## config.mk

```make
export PLATFORM = sky130hd
export DESIGN_NAME = anti_replay_window_filter
export DESIGN_NICKNAME = d
export VERILOG_FILES = /design/src/hdl/arwf_pkg.sv /design/src/hdl/anti_replay_window_filter.sv /design/src/hdl/arwf_bitmap.sv
export SDC_FILE = /design/constraint.sdc
export NUM_CORES = 2
export LEC_CHECK = 0
export BUFFER_PORTS_ARGS = -buffer_cell sky130_fd_sc_hd__buf_2
export CORE_ASPECT_RATIO = 0.7
export CORE_MARGIN = 5
export CORE_UTILIZATION = 25
export CTS_CLUSTER_DIAMETER = 60
export CTS_CLUSTER_SIZE = 12
export DETAILED_ROUTE_END_ITERATION = 10
export PLACE_DENSITY = 0.37
export SLEW_MARGIN = 20
export SYNTH_ARGS = -nofsm -noshare
export SYNTH_HDL_FRONTEND = slang
export SYNTH_SLANG_ARGS = --single-unit
```

## constraint.sdc

```tcl
create_clock -name clk -period 6.5 [get_ports clk]
set_input_delay 0 -clock clk [delete_from_list [all_inputs] [get_ports clk]]
set_output_delay 0 -clock clk [all_outputs]
set_load 0.01 [all_outputs]
```

## src/hdl/arwf_pkg.sv

```systemverilog
`default_nettype none

package arwf_pkg;

    localparam int WINDOW_BITS  = 2048;
    localparam int WINDOW_WORDS = 32;
    localparam int WORD_BITS    = 64;
    localparam int CNT_W        = 64;
    localparam int OP_W         = 2;
    localparam int BIT_W        = 6;
    localparam int IDX_W        = (WINDOW_WORDS > 1) ? $clog2(WINDOW_WORDS) : 1;
    localparam int SRC_W        = 16;

    localparam logic [OP_W-1:0] OP_CHECK  = 2'd0;
    localparam logic [OP_W-1:0] OP_COMMIT = 2'd1;
    localparam logic [OP_W-1:0] OP_CLEAR  = 2'd2;

    typedef struct packed {
        logic             en;
        logic [IDX_W-1:0] addr;
    } mem_rd_t;

    typedef struct packed {
        logic                 en;
        logic [IDX_W-1:0]     addr;
        logic [WORD_BITS-1:0] data;
    } mem_wr_t;

endpackage

`default_nettype wire

```

## src/hdl/anti_replay_window_filter.sv

```systemverilog
// Anti-replay filter over 64-bit packet counters with a 2048-bit seen window.
// Input stream: s_tuser carries the operation (check, commit, clear), s_tdata
// the counter. Output stream: one word per check, m_tdata bit 0 accepted,
// bit 1 stale. Commit and clear produce no output word.
// Steps from acceptance: a check reads its bitmap word if the counter lies in
// the stored window, then delivers its verdict through the output register;
// a commit inside the window is a read-modify-write of one bitmap word; a
// commit that slides the window rewrites every bitmap word, top word first,
// one word per cycle, after a priming read; a clear completes in the idle
// state; a first commit, a commit below the window and a jump of the window
// beyond its size end after evaluation. One word is in work at a time;
// s_tready is high whenever the filter is idle. The bitmap sits in a one-read,
// one-write memory with a registered read; per-word valid flags make unwritten
// words read as zero, so reset and clear take effect at once with no sweep.
// The verdict sits in an output register: a stalled receiver holds it there,
// and the filter still accepts the next word, stalling only if a second
// verdict is ready before the first is taken.
`default_nettype none

module anti_replay_window_filter (
    input  wire logic        clk,
    input  wire logic        rst_n,
    input  wire logic        s_tvalid,
    output logic             s_tready,
    input  wire logic [63:0] s_tdata,   // [63:0] counter
    input  wire logic [1:0]  s_tuser,   // [1:0] op
    output logic             m_tvalid,
    input  wire logic        m_tready,
    output logic [7:0]       m_tdata    // [0] accepted, [1] stale, [7:2] zero
);

    localparam logic [2:0] ST_IDLE   = 3'd0;
    localparam logic [2:0] ST_DIFF   = 3'd1;
    localparam logic [2:0] ST_EVAL   = 3'd2;
    localparam logic [2:0] ST_CHK_RD = 3'd3;
    localparam logic [2:0] ST_RESULT = 3'd4;
    localparam logic [2:0] ST_MARK   = 3'd5;
    localparam logic [2:0] ST_PRIME  = 3'd6;
    localparam logic [2:0] ST_SLIDE  = 3'd7;

    localparam int WB  = arwf_pkg::WORD_BITS;
    localparam int CW  = arwf_pkg::CNT_W;
    localparam int IW  = arwf_pkg::IDX_W;
    localparam int SW  = arwf_pkg::SRC_W;
    localparam int BW  = arwf_pkg::BIT_W;

    logic [2:0]                 state_reg, state_next;
    logic [arwf_pkg::OP_W-1:0]  op_reg, op_next;
    logic [CW-1:0]              cnt_reg, cnt_next;
    logic [CW-1:0]              hi_reg, hi_next;
    logic                       started_reg, started_next;
    logic [CW:0]                diff_reg, diff_next;
    logic [CW-1:0]              up_reg, up_next;
    logic [BW-1:0]              bs_reg, bs_next;
    logic signed [SW-1:0]       src_reg, src_next;
    logic [IW-1:0]              wr_idx_reg, wr_idx_next;
    logic [WB-1:0]              prev_reg, prev_next;
    logic                       res_acc_reg, res_acc_next;
    logic                       res_stale_reg, res_stale_next;
    logic                       m_tvalid_reg, m_tvalid_next;
    logic                       m_acc_reg, m_acc_next;
    logic                       m_stale_reg, m_stale_next;

    arwf_pkg::mem_rd_t          bm_rd;
    arwf_pkg::mem_wr_t          bm_wr;
    logic                       bm_clear;
    logic [WB-1:0]              rd_data;

    logic                       far;
    logic                       in_store;
    logic                       up_far;
    logic signed [SW-1:0]       src0;
    logic [WB-1:0]              carry_in;

    arwf_bitmap u_bitmap (
        .clk     (clk),
        .rst_n   (rst_n),
        .clear   (bm_clear),
        .rd      (bm_rd),
        .wr      (bm_wr),
        .rd_data (rd_data)
    );

    assign far      = diff_reg[CW-1:0] >= CW'(arwf_pkg::WINDOW_BITS);
    assign in_store = diff_reg[CW-1:BW] < (CW-BW)'(arwf_pkg::WINDOW_WORDS);
    assign up_far   = up_reg >= CW'(arwf_pkg::WINDOW_BITS);
    assign src0     = SW'(arwf_pkg::WINDOW_WORDS - 1) - SW'(up_reg[CW-1:BW]);
    assign carry_in = (bs_reg != '0) ? (rd_data >> (7'(WB) - {1'b0, bs_reg})) : '0;

    always_comb
    begin
        state_next     = state_reg;
        op_next        = op_reg;
        cnt_next       = cnt_reg;
        hi_next        = hi_reg;
        started_next   = started_reg;
        diff_next      = diff_reg;
        up_next        = up_reg;
        bs_next        = bs_reg;
        src_next       = src_reg;
        wr_idx_next    = wr_idx_reg;
        prev_next      = prev_reg;
        res_acc_next   = res_acc_reg;
        res_stale_next = res_stale_reg;
        m_tvalid_next  = m_tvalid_reg;
        m_acc_next     = m_acc_reg;
        m_stale_next   = m_stale_reg;
        bm_rd          = '0;
        bm_wr          = '0;
        bm_clear       = 1'b0;

        if (m_tvalid_reg && m_tready)
        begin
            m_tvalid_next = 1'b0;
        end

        case (state_reg)
            ST_IDLE:
            begin
                if (s_tvalid)
                begin
                    op_next  = s_tuser;
                    cnt_next = s_tdata;
                    case (s_tuser)
                        arwf_pkg::OP_CHECK,
                        arwf_pkg::OP_COMMIT:
                        begin
                            state_next = ST_DIFF;
                        end
                        arwf_pkg::OP_CLEAR:
                        begin
                            started_next = 1'b0;
                            hi_next      = '0;
                            bm_clear     = 1'b1;
                        end
                        default:
                        begin
                        end
                    endcase
                end
            end

            ST_DIFF:
            begin
                // diff_next[CW] set means counter above highest
                diff_next  = {1'b0, hi_reg} - {1'b0, cnt_reg};
                up_next    = cnt_reg - hi_reg;
                state_next = ST_EVAL;
            end

            ST_EVAL:
            begin
                if (op_reg == arwf_pkg::OP_CHECK)
                begin
                    state_next     = ST_RESULT;
                    res_acc_next   = 1'b1;
                    res_stale_next = 1'b0;
                    if (started_reg && !diff_reg[CW])
                    begin
                        if (far)
                        begin
                            res_acc_next   = 1'b0;
                            res_stale_next = 1'b1;
                        end
                        else if (in_store)
                        begin
                            bm_rd.en   = 1'b1;
                            bm_rd.addr = diff_reg[BW +: IW];
                            state_next = ST_CHK_RD;
                        end
                    end
                end
                else
                begin
                    state_next = ST_IDLE;
                    if (!started_reg || (diff_reg[CW] && up_far))
                    begin
                        bm_clear     = 1'b1;
                        bm_wr.en     = 1'b1;
                        bm_wr.addr   = '0;
                        bm_wr.data   = WB'(1);
                        hi_next      = cnt_reg;
                        started_next = 1'b1;
                    end
                    else if (diff_reg[CW])
                    begin
                        hi_next    = cnt_reg;
                        bs_next    = up_reg[BW-1:0];
                        bm_rd.en   = !src0[SW-1];
                        bm_rd.addr = src0[IW-1:0];
                        src_next   = src0 - SW'(1);
                        state_next = ST_PRIME;
                    end
                    else if (!far && in_store)
                    begin
                        bm_rd.en   = 1'b1;
                        bm_rd.addr = diff_reg[BW +: IW];
                        state_next = ST_MARK;
                    end
                end
            end

            ST_CHK_RD:
            begin
                res_acc_next   = !rd_data[diff_reg[BW-1:0]];
                res_stale_next = 1'b0;
                state_next     = ST_RESULT;
            end

            ST_RESULT:
            begin
                if (!m_tvalid_reg || m_tready)
                begin
                    m_tvalid_next = 1'b1;
                    m_acc_next    = res_acc_reg;
                    m_stale_next  = res_stale_reg;
                    state_next    = ST_IDLE;
                end
            end

            ST_MARK:
            begin
                bm_wr.en   = 1'b1;
                bm_wr.addr = diff_reg[BW +: IW];
                bm_wr.data = rd_data | (WB'(1) << diff_reg[BW-1:0]);
                state_next = ST_IDLE;
            end

            ST_PRIME:
            begin
                prev_next   = rd_data;
                bm_rd.en    = !src_reg[SW-1];
                bm_rd.addr  = src_reg[IW-1:0];
                src_next    = src_reg - SW'(1);
                wr_idx_next = IW'(arwf_pkg::WINDOW_WORDS - 1);
                state_next  = ST_SLIDE;
            end

            ST_SLIDE:
            begin
                // new[i] = old[i-ws] << bs | old[i-ws-1] >> (64-bs), top word first
                bm_wr.en    = 1'b1;
                bm_wr.addr  = wr_idx_reg;
                bm_wr.data  = (prev_reg << bs_reg) | carry_in;
                prev_next   = rd_data;
                bm_rd.en    = !src_reg[SW-1];
                bm_rd.addr  = src_reg[IW-1:0];
                src_next    = src_reg - SW'(1);
                wr_idx_next = wr_idx_reg - IW'(1);
                if (wr_idx_reg == '0)
                begin
                    bm_wr.data = (prev_reg << bs_reg) | carry_in | WB'(1);
                    state_next = ST_IDLE;
                end
            end

            default:
            begin
                state_next = ST_IDLE;
            end
        endcase
    end

    always_ff @(posedge clk or negedge rst_n)
    begin
        if (!rst_n)
        begin
            state_reg    <= ST_IDLE;
            hi_reg       <= '0;
            started_reg  <= 1'b0;
            m_tvalid_reg <= 1'b0;
        end
        else
        begin
            state_reg    <= state_next;
            hi_reg       <= hi_next;
            started_reg  <= started_next;
            m_tvalid_reg <= m_tvalid_next;
        end
    end

    always_ff @(posedge clk)
    begin
        op_reg        <= op_next;
        cnt_reg       <= cnt_next;
        diff_reg      <= diff_next;
        up_reg        <= up_next;
        bs_reg        <= bs_next;
        src_reg       <= src_next;
        wr_idx_reg    <= wr_idx_next;
        prev_reg      <= prev_next;
        res_acc_reg   <= res_acc_next;
        res_stale_reg <= res_stale_next;
        m_acc_reg     <= m_acc_next;
        m_stale_reg   <= m_stale_next;
    end

    assign s_tready = (state_reg == ST_IDLE);
    assign m_tvalid = m_tvalid_reg;
    assign m_tdata  = {6'b0, m_stale_reg, m_acc_reg};

    a_stale_rejects: assert property (@(posedge clk) disable iff (!rst_n)
        m_tvalid |-> !(m_tdata[0] && m_tdata[1]))
        else $error("stale verdict marked as accepted");

    a_slide_no_overlap: assert property (@(posedge clk) disable iff (!rst_n)
        (state_reg == ST_SLIDE && !src_reg[SW-1]) |-> (src_reg[IW-1:0] != wr_idx_reg))
        else $error("slide reads the word it writes");

    a_clear_stops: assert property (@(posedge clk) disable iff (!rst_n)
        (s_tvalid && s_tready && s_tuser == arwf_pkg::OP_CLEAR) |=> !started_reg)
        else $error("clear left the filter started");

    a_result_source: assert property (@(posedge clk) disable iff (!rst_n)
        $rose(m_tvalid_reg) |-> ($past(state_reg) == ST_RESULT))
        else $error("output word raised outside result stage");

endmodule

`default_nettype wire

```

## src/hdl/arwf_bitmap.sv

```systemverilog
`default_nettype none

module arwf_bitmap (
    input  wire logic                           clk,
    input  wire logic                           rst_n,
    input  wire logic                           clear,
    input  wire arwf_pkg::mem_rd_t              rd,
    input  wire arwf_pkg::mem_wr_t              wr,
    output logic [arwf_pkg::WORD_BITS-1:0]      rd_data
);

    logic [arwf_pkg::WORD_BITS-1:0]    mem [arwf_pkg::WINDOW_WORDS];
    logic [arwf_pkg::WORD_BITS-1:0]    q_reg;
    logic                              q_ok_reg;
    logic [arwf_pkg::WINDOW_WORDS-1:0] valid_reg;
    logic [arwf_pkg::WINDOW_WORDS-1:0] valid_next;

    always_ff @(posedge clk)
    begin
        if (wr.en)
        begin
            mem[wr.addr] <= wr.data;
        end
        if (rd.en)
        begin
            q_reg <= mem[rd.addr];
        end
    end

    // word not written since clear reads as zero
    always_comb
    begin
        valid_next = valid_reg;
        if (clear)
        begin
            valid_next = '0;
        end
        if (wr.en)
        begin
            valid_next[wr.addr] = 1'b1;
        end
    end

    always_ff @(posedge clk or negedge rst_n)
    begin
        if (!rst_n)
        begin
            valid_reg <= '0;
            q_ok_reg  <= 1'b0;
        end
        else
        begin
            valid_reg <= valid_next;
            q_ok_reg  <= rd.en && valid_reg[rd.addr];
        end
    end

    assign rd_data = q_ok_reg ? q_reg : '0;

endmodule

`default_nettype wire

```

* Yosys cells after proc, flatten, opt, wreduce, memory -nomap -nowiden
Memories as Yosys holds them, arrays and structs flattened. A register that Yosys moved wholly into a read port is not among the register bits. Cells that the tools add are included. W data, S select, Z words.
Storage, ports and cells: bits in registers 392, bits in latches 0, memory bits (writable) 2048, ROM bits 0, bits of input ports 70, output and inout port bits 10, memories kept 1
Operators by class: $add $sub $neg 7, multipliers 0, div/mod/pow operators 0, $lt $le $gt $ge 7, equal/unequal tests 20, shift operators 3, mux-type cells 68, bitwise logic cells 5, reduce and logical (&&, ||, !) cells 34
Memory list:
- u_bitmap.mem | depth 32, width 64, read ports 1, clocked after Yosys merged registers in 1, write ports 1, line arwf_bitmap.sv:12 | logic [arwf_pkg::WORD_BITS-1:0] mem [arwf_pkg::WINDOW_WORDS];
Operators with widths (count):
- $mux W64 | 7
- $pmux W70 S3 | 1
- $mux W70 | 2
- $ge A64 B12 Y1 const B | 2
- $or A64 B64 Y64 | 2
- $pmux W64 S2 | 1
- $sub A64 B64 Y65 | 1
- $mux W32 | 2
- $shl A1 B6 Y64 const A | 1
- $shl A64 B6 Y64 | 1
- $shr A64 B7 Y64 | 1
- $sub A64 B64 Y64 | 1
- $lt A58 B6 Y1 const B | 1
- $mux W16 | 3
- $mux W6 | 7
- $mux W3 | 11
- $or A32 B32 Y32 | 1
- $pmux W16 S2 | 1
- $sub A16 B2 Y16 const B | 2
- $pmux W3 S8 | 1
- $mux W1 | 23
- $ne A2 B2 Y1 const B | 8
- $sub A5 B16 Y16 const A | 1
- $eq A3 B3 Y1 const B | 4
- other kinds (30) | 59

* Longest topological paths before layout
word-level depth 12, depth in mapped cells 17

* By module
A second synthesis with hierarchy kept.
Second synthesis, totals: cell total of the unflattened synthesis 6621, area, all modules 110900.1 um2
By module, submodules not included:
- arwf_bitmap | instances 1, cells an instance 3349, area an instance 81554.5 um2, seq. area each 64246.6 um2
- anti_replay_window_filter | instances 1, cells an instance 3272, area an instance 29345.6 um2, seq. area each 10405.0 um2

* Least setup slack after synthesis
No wires, ideal clock.
path kind register to register, start point register up_reg[16], end point register u_bitmap.q_ok_reg, setup time 0.097 ns, arrival time 6.599 ns, data required time 6.403 ns, slack -0.196 ns, stages on the path, launching flop included 7, cell sequence edfxtp_1 > nor4_4 > nand3_2 > nor4b_4 > nand4_1 > o21ai_0 > and3_1
RTL lines:
- start: declaration | line anti_replay_window_filter.sv:53 | logic [CW-1:0] up_reg, up_next;
- start signal: assignment | line anti_replay_window_filter.sv:287 | up_reg <= up_next;
- end signal: assignment | line arwf_bitmap.sv:54 | q_ok_reg <= rd.en && valid_reg[rd.addr];
- end: declaration | line arwf_bitmap.sv:14 | logic q_ok_reg;

* Worst setup path in the final report
start point register up_reg[20], end point register u_bitmap.q_reg[20] (netlist bit), read port of u_bitmap.mem (data pin)
On the way: longest elaborated chain between the ends 6
Ends and longest elaborated chain:
- $ge A64 B12 Y1 / $sub A5 B16 Y16 (equally long branches) | line anti_replay_window_filter.sv:86, anti_replay_window_filter.sv:87
- $logic_and A1 B1 Y1 / $logic_not A1 Y1 (equally long branches) | line anti_replay_window_filter.sv:176, anti_replay_window_filter.sv:189
- $logic_or A1 B1 Y1 / $mux W6 (equally long branches) | line anti_replay_window_filter.sv:176, anti_replay_window_filter.sv:185
- $mux W6 (*) | line anti_replay_window_filter.sv:176 | if (!started_reg || (diff_reg[CW] && up_far))
- $mux W6 (*) | line anti_replay_window_filter.sv:153 | if (op_reg == arwf_pkg::OP_CHECK)
- $pmux W6 S2 (*) | line anti_replay_window_filter.sv:117 | case (state_reg)
- end: declaration | line arwf_bitmap.sv:13 | logic [arwf_pkg::WORD_BITS-1:0] q_reg;
Every way passes the cells marked *; elsewhere a longest branch is shown, timed or not. A chain may end at the register's enable or synchronous reset.

==> metrics.md <==
| Metric | Value |
|---|---|
| Clock transition at the registers of the reported paths | around 70 ps |
| Synthesis Warnings | 0 |
| Most frequent cell after synthesis | edfxtp_1 |
| Clock tree buffer depth | 4 |
| Setup slack of the worst register-to-register path | about 860 ps |
| Reg-to-Reg Start | up_reg[20]$_DFFE_PN_ |
| Iteration-0 DRC count of the detailed router | roughly 8,500 |
| Classification of the worst-slack hold path | in -> reg |
| Clock power share | 0.328 |
| H-tree levels | 4 |
| Die boundary width | 807 µm |
| Pins Over Slew Limit | 0 |
| Period utilisation layout | 0.867 |
| Leak | 41.6 nW |
| Routed via count divided by cell count | around 5.1 |
| Clock tree root driver cell | clkbuf_16 |
| Number of antenna violations at the first check in global routing | 38 |
| Share of power burned in registers | 0.482 |
| GPL Wtd Cong | about 0.93 |
| Hold Crit Depth | 6 |
| Post-layout instance area | roughly 130,000 µm² |
| Via count | roughly 74,000 |
| Post-synth top cells | edfxtp_1 (2,401), nand2_1 (1,626), a21oi_1 (683) |
| Chain of cells forming the critical path | nor4_1, nand4_1, nor4b_4, a21oi_1, o221a_4, buf_12, buf_4, mux4_2, a221oi_1, o211ai_1 |
| Clock insertion delay at the later pin of the skew report | 960 ps |
| Power density normalized to cell area | a little over 300 nW/µm² |
| TritonCTS clock tree | built |
| Outcome | finished, final reports clean |
| Net Sw Frac | 0.295 |
| Routed wire length per instance | 30.3 µm |
| Number of synthesized flops with an enable pin | around 2,400 |
| Number of setup violations in the final report | 0 |
| Die Y | approximately 570 µm |
| Filler Cell Count | 44,600 |
| First-pass GRT wire length | 597,000 µm |
| Post-synthesis register bit count | 2,503 |
| Aggregate global routing overflow | 0 |
| Starting density of the core | 0.250 |
| Number of flip-flops in the largest register | 2,048 |
| Data required time of the critical path | 7170 ps |
| Pin count of the biggest net entering global routing | 134 |
| Worst path max stage delay | roughly 860 ps |
| Placed cell areas | 121,000 µm² |
| Count of TritonRoute iterations in the first routing pass | 6 |
| Arr. time, crit path | between 6000 and 7000 ps |
| Fraction of final layout cells with drive strength greater than 1 | 0.139 |
| Primary flip-flop cell chosen by synthesis mapping | edfxtp_1 |
| Max Fclk | approximately 180 MHz |
| Hpwl dp | between 200,000 and 300,000 µm |
| Layout Nets | between 8,000 and 9,000 |
| Resized cells post-CTS | 0 |
| Ranking of synthesized cells by area | edfxtp_1 (65%), mux4_2 (6.6%), nand2_1 (5.5%) |
| Type of the setup path with the least slack | reg -> reg |
| Number of maximum-capacitance violations | 0 |
| Fin crit period | between 5000 and 6000 ps |
| Via count of the first global-routing pass | 70,200 |
| Cell count of the worst reg-to-reg path | 10 |
| Cts bufs inserted | 245 |
| Row Count | slightly above 200 |
| Cell class contributing the biggest share of worst-path delay | compound AO/OA/AOI/OAI gates |
| CP Buf/Inv Count | 2 |
| RSZ-0062 raised after global routing | false |
| Post-Synthesis Cells | between 8,000 and 9,000 |
| Wire length reported by the detailed router | between 400,000 and 500,000 µm |
| Highest net fanout along the worst path | 91 |
| Actual transition at the worst max-transition pin | 1190 ps |
| Startpoint class of the critical path | flop |
| Crit path capture type | flop |
| Min-Delay Endpoint | started_reg$_DFFE_PN0P_ |
| Yosys top cell area share | 0.648 |
| End of the worst register-to-register path | u_bitmap.q_reg[20]$_DFFE_PP_ |
| Area growth, synth to finish | 15.9% |
| Fraction of registers with async set or reset after synthesis | 0.0408 |
| Max-slew headroom | 0.205 |
| Setup tns final | 0 ps |
| Maximum resistive drop on vdd | between 0.2 and 0.3 mV |
| Yosys cell types | between 80 and 90 |
| DIE AREA | about 460,000 µm² |
| Count of buffers from port buffering | 73 |
| Most area-hungry cell type in the Yosys netlist | edfxtp_1 |
| Power share of the combinational group | 0.190 |
| Average instance area after synthesis | 13.6 µm² |
| TritonCTS Sinks | 2,503 |
| Final hold vios | 0 |
| GRT Resource Usage Total | 0.183 |
| Setup clock skew after layout | 120 ps |
| Core outline area | roughly 440,000 µm² |
| Hold path startpoint | s_tvalid |
| Switching power total | 0.0118 W |
| Internal power | around 0.028 W |
| Antenna-violating nets left | 0 |
| # DRC | 0 |
| Synthesized cell area | approximately 110,000 µm² |
| Part of the Yosys area used for sequential elements | 0.671 |
| Cell with the largest stage delay on the worst path | o221a_4 |
| Num ports | 80 |
-- power groups by stage --
| stage | logic, W | clock network (W) | registers (W) |
|---|---|---|---|
| finish | 0.00763 | 0.0131 | 0.0193 |
| global placement | 0.00749 | 0 | 0.0196 |
| global route | 0.00821 | 0.0142 | 0.0194 |
| CTS | 0.00754 | 0.0135 | 0.0193 |
| detailed placement | 0.00742 | 0 | 0.0197 |
| floorplan | 0.00475 | 0 | 0.0194 |
-- logic make-up (layout without fill, tap and decap cells) --
family / Yosys count / after routing / synth area share
adders and majority gates: 134 / 134 / 0.0152
other: 1 / 14 / 0.0000337
AOI/OAI and AO/OA: 1801 / 1801 / 0.104
and+or+nand+nor: 2354 / 2354 / 0.0882
xor gates and xnor gates: 157 / 157 / 0.0124
muxes: 497 / 497 / 0.0818
DFF: 2503 / 2503 / 0.671
buffers and inverters: 757 / 1038 / 0.0279
-- timing repair --
item,in CTS,in global routing
endpoints found under the hold margin,152,0
hold buffers,139,0
endpoints found under the setup margin,0,0
setup buffers,0,0
-- placed cells by master, fill, tap and decap left out, types with 27 or more instances in the layout --
master,n
clkbuf_16,247
clkbuf_1,30
a22o_1,68
nand3_1,69
xnor2_1,99
nand2_1,1625
nor3_1,61
dfrtp_1,101
mux2_2,37
and2_1,34
buf_12,71
nor2_4,37
a31oi_1,45
a21oi_1,683
edfxtp_1,2401
nor4_1,35
mux2i_1,134
inv_1,214
o22ai_2,51
ha_1,131
nor2b_1,27
dlygate4sd3_1,138
mux4_2,326
o21ai_0,219
a211oi_1,29
a21o_1,131
and3_1,90
o211ai_1,91
nor2_1,269
a221oi_1,140
buf_2,73
xor2_1,50
a311oi_1,70
o22ai_1,97
buf_4,226
nand4_1,34
-- worst reg2reg max path: stages, from the launching register on --
cell	delay, ps
edfxtp_1	690
nor4_1	820
nand4_1	280
nor4b_4	220
a21oi_1	370
o221a_4	860
buf_12	570
buf_4	500
mux4_2	590
a221oi_1	340
o211ai_1	140
-- metrics by stage --
step | setup slack [ps] | power [W] | hold slack, ps | util | cells
floorplan | 1490 | 0.0242 | -296 | - | 8209
global placement | 705 | 0.0271 | 121 | 0.272 | 13900
detailed placement | 804 | 0.0271 | 123 | 0.272 | 13900
CTS | 787 | 0.0404 | 111 | 0.290 | 14400
global route | 648 | 0.0418 | 194 | 0.290 | 14400
finish | 863 | 0.0401 | 172 | 0.290 | 14400
-- cell type report --
class	instances	area (µm²)	share of cell area
Clock inverter	28	359	0.00278
Antenna cell	8	20.0	0.000155
Multi-Input combinational cell	4949	34500	0.267
Clock buffer	279	6320	0.0490
Tap cell	5899	7380	0.0572
Timing Repair Buffer	512	4960	0.0384
Inverter	219	825	0.00639
Sequential cell	2503	74700	0.579
-- worst max-delay path by stage --
stage / from / end / depth (start not counted)
2_1_floorplan: up_reg[12]$_DFFE_PN_ / u_bitmap.mem[16][0]$_DFFE_PP_ / 10
3_3_place_gp: up_reg[20]$_DFFE_PN_ / u_bitmap.q_reg[9]$_DFFE_PP_ / 10
3_5_place_dp: up_reg[20]$_DFFE_PN_ / u_bitmap.q_reg[26]$_DFFE_PP_ / 10
4_1_cts: up_reg[20]$_DFFE_PN_ / u_bitmap.q_reg[20]$_DFFE_PP_ / 10
5_1_grt: up_reg[20]$_DFFE_PN_ / u_bitmap.q_reg[20]$_DFFE_PP_ / 10
6_report: up_reg[20]$_DFFE_PN_ / u_bitmap.q_reg[20]$_DFFE_PP_ / 10
-- routing by layer --
metal  wire length, µm  vias to the layer above  GRT usage
met1            221000                    39100      0.297
met2            177000                     2654      0.254
li1                  -                    31400          -
met5                10                        -          0
met4              7770                        2     0.0314
met3             30100                      421     0.0308
(Power assumes the default switching activity.)
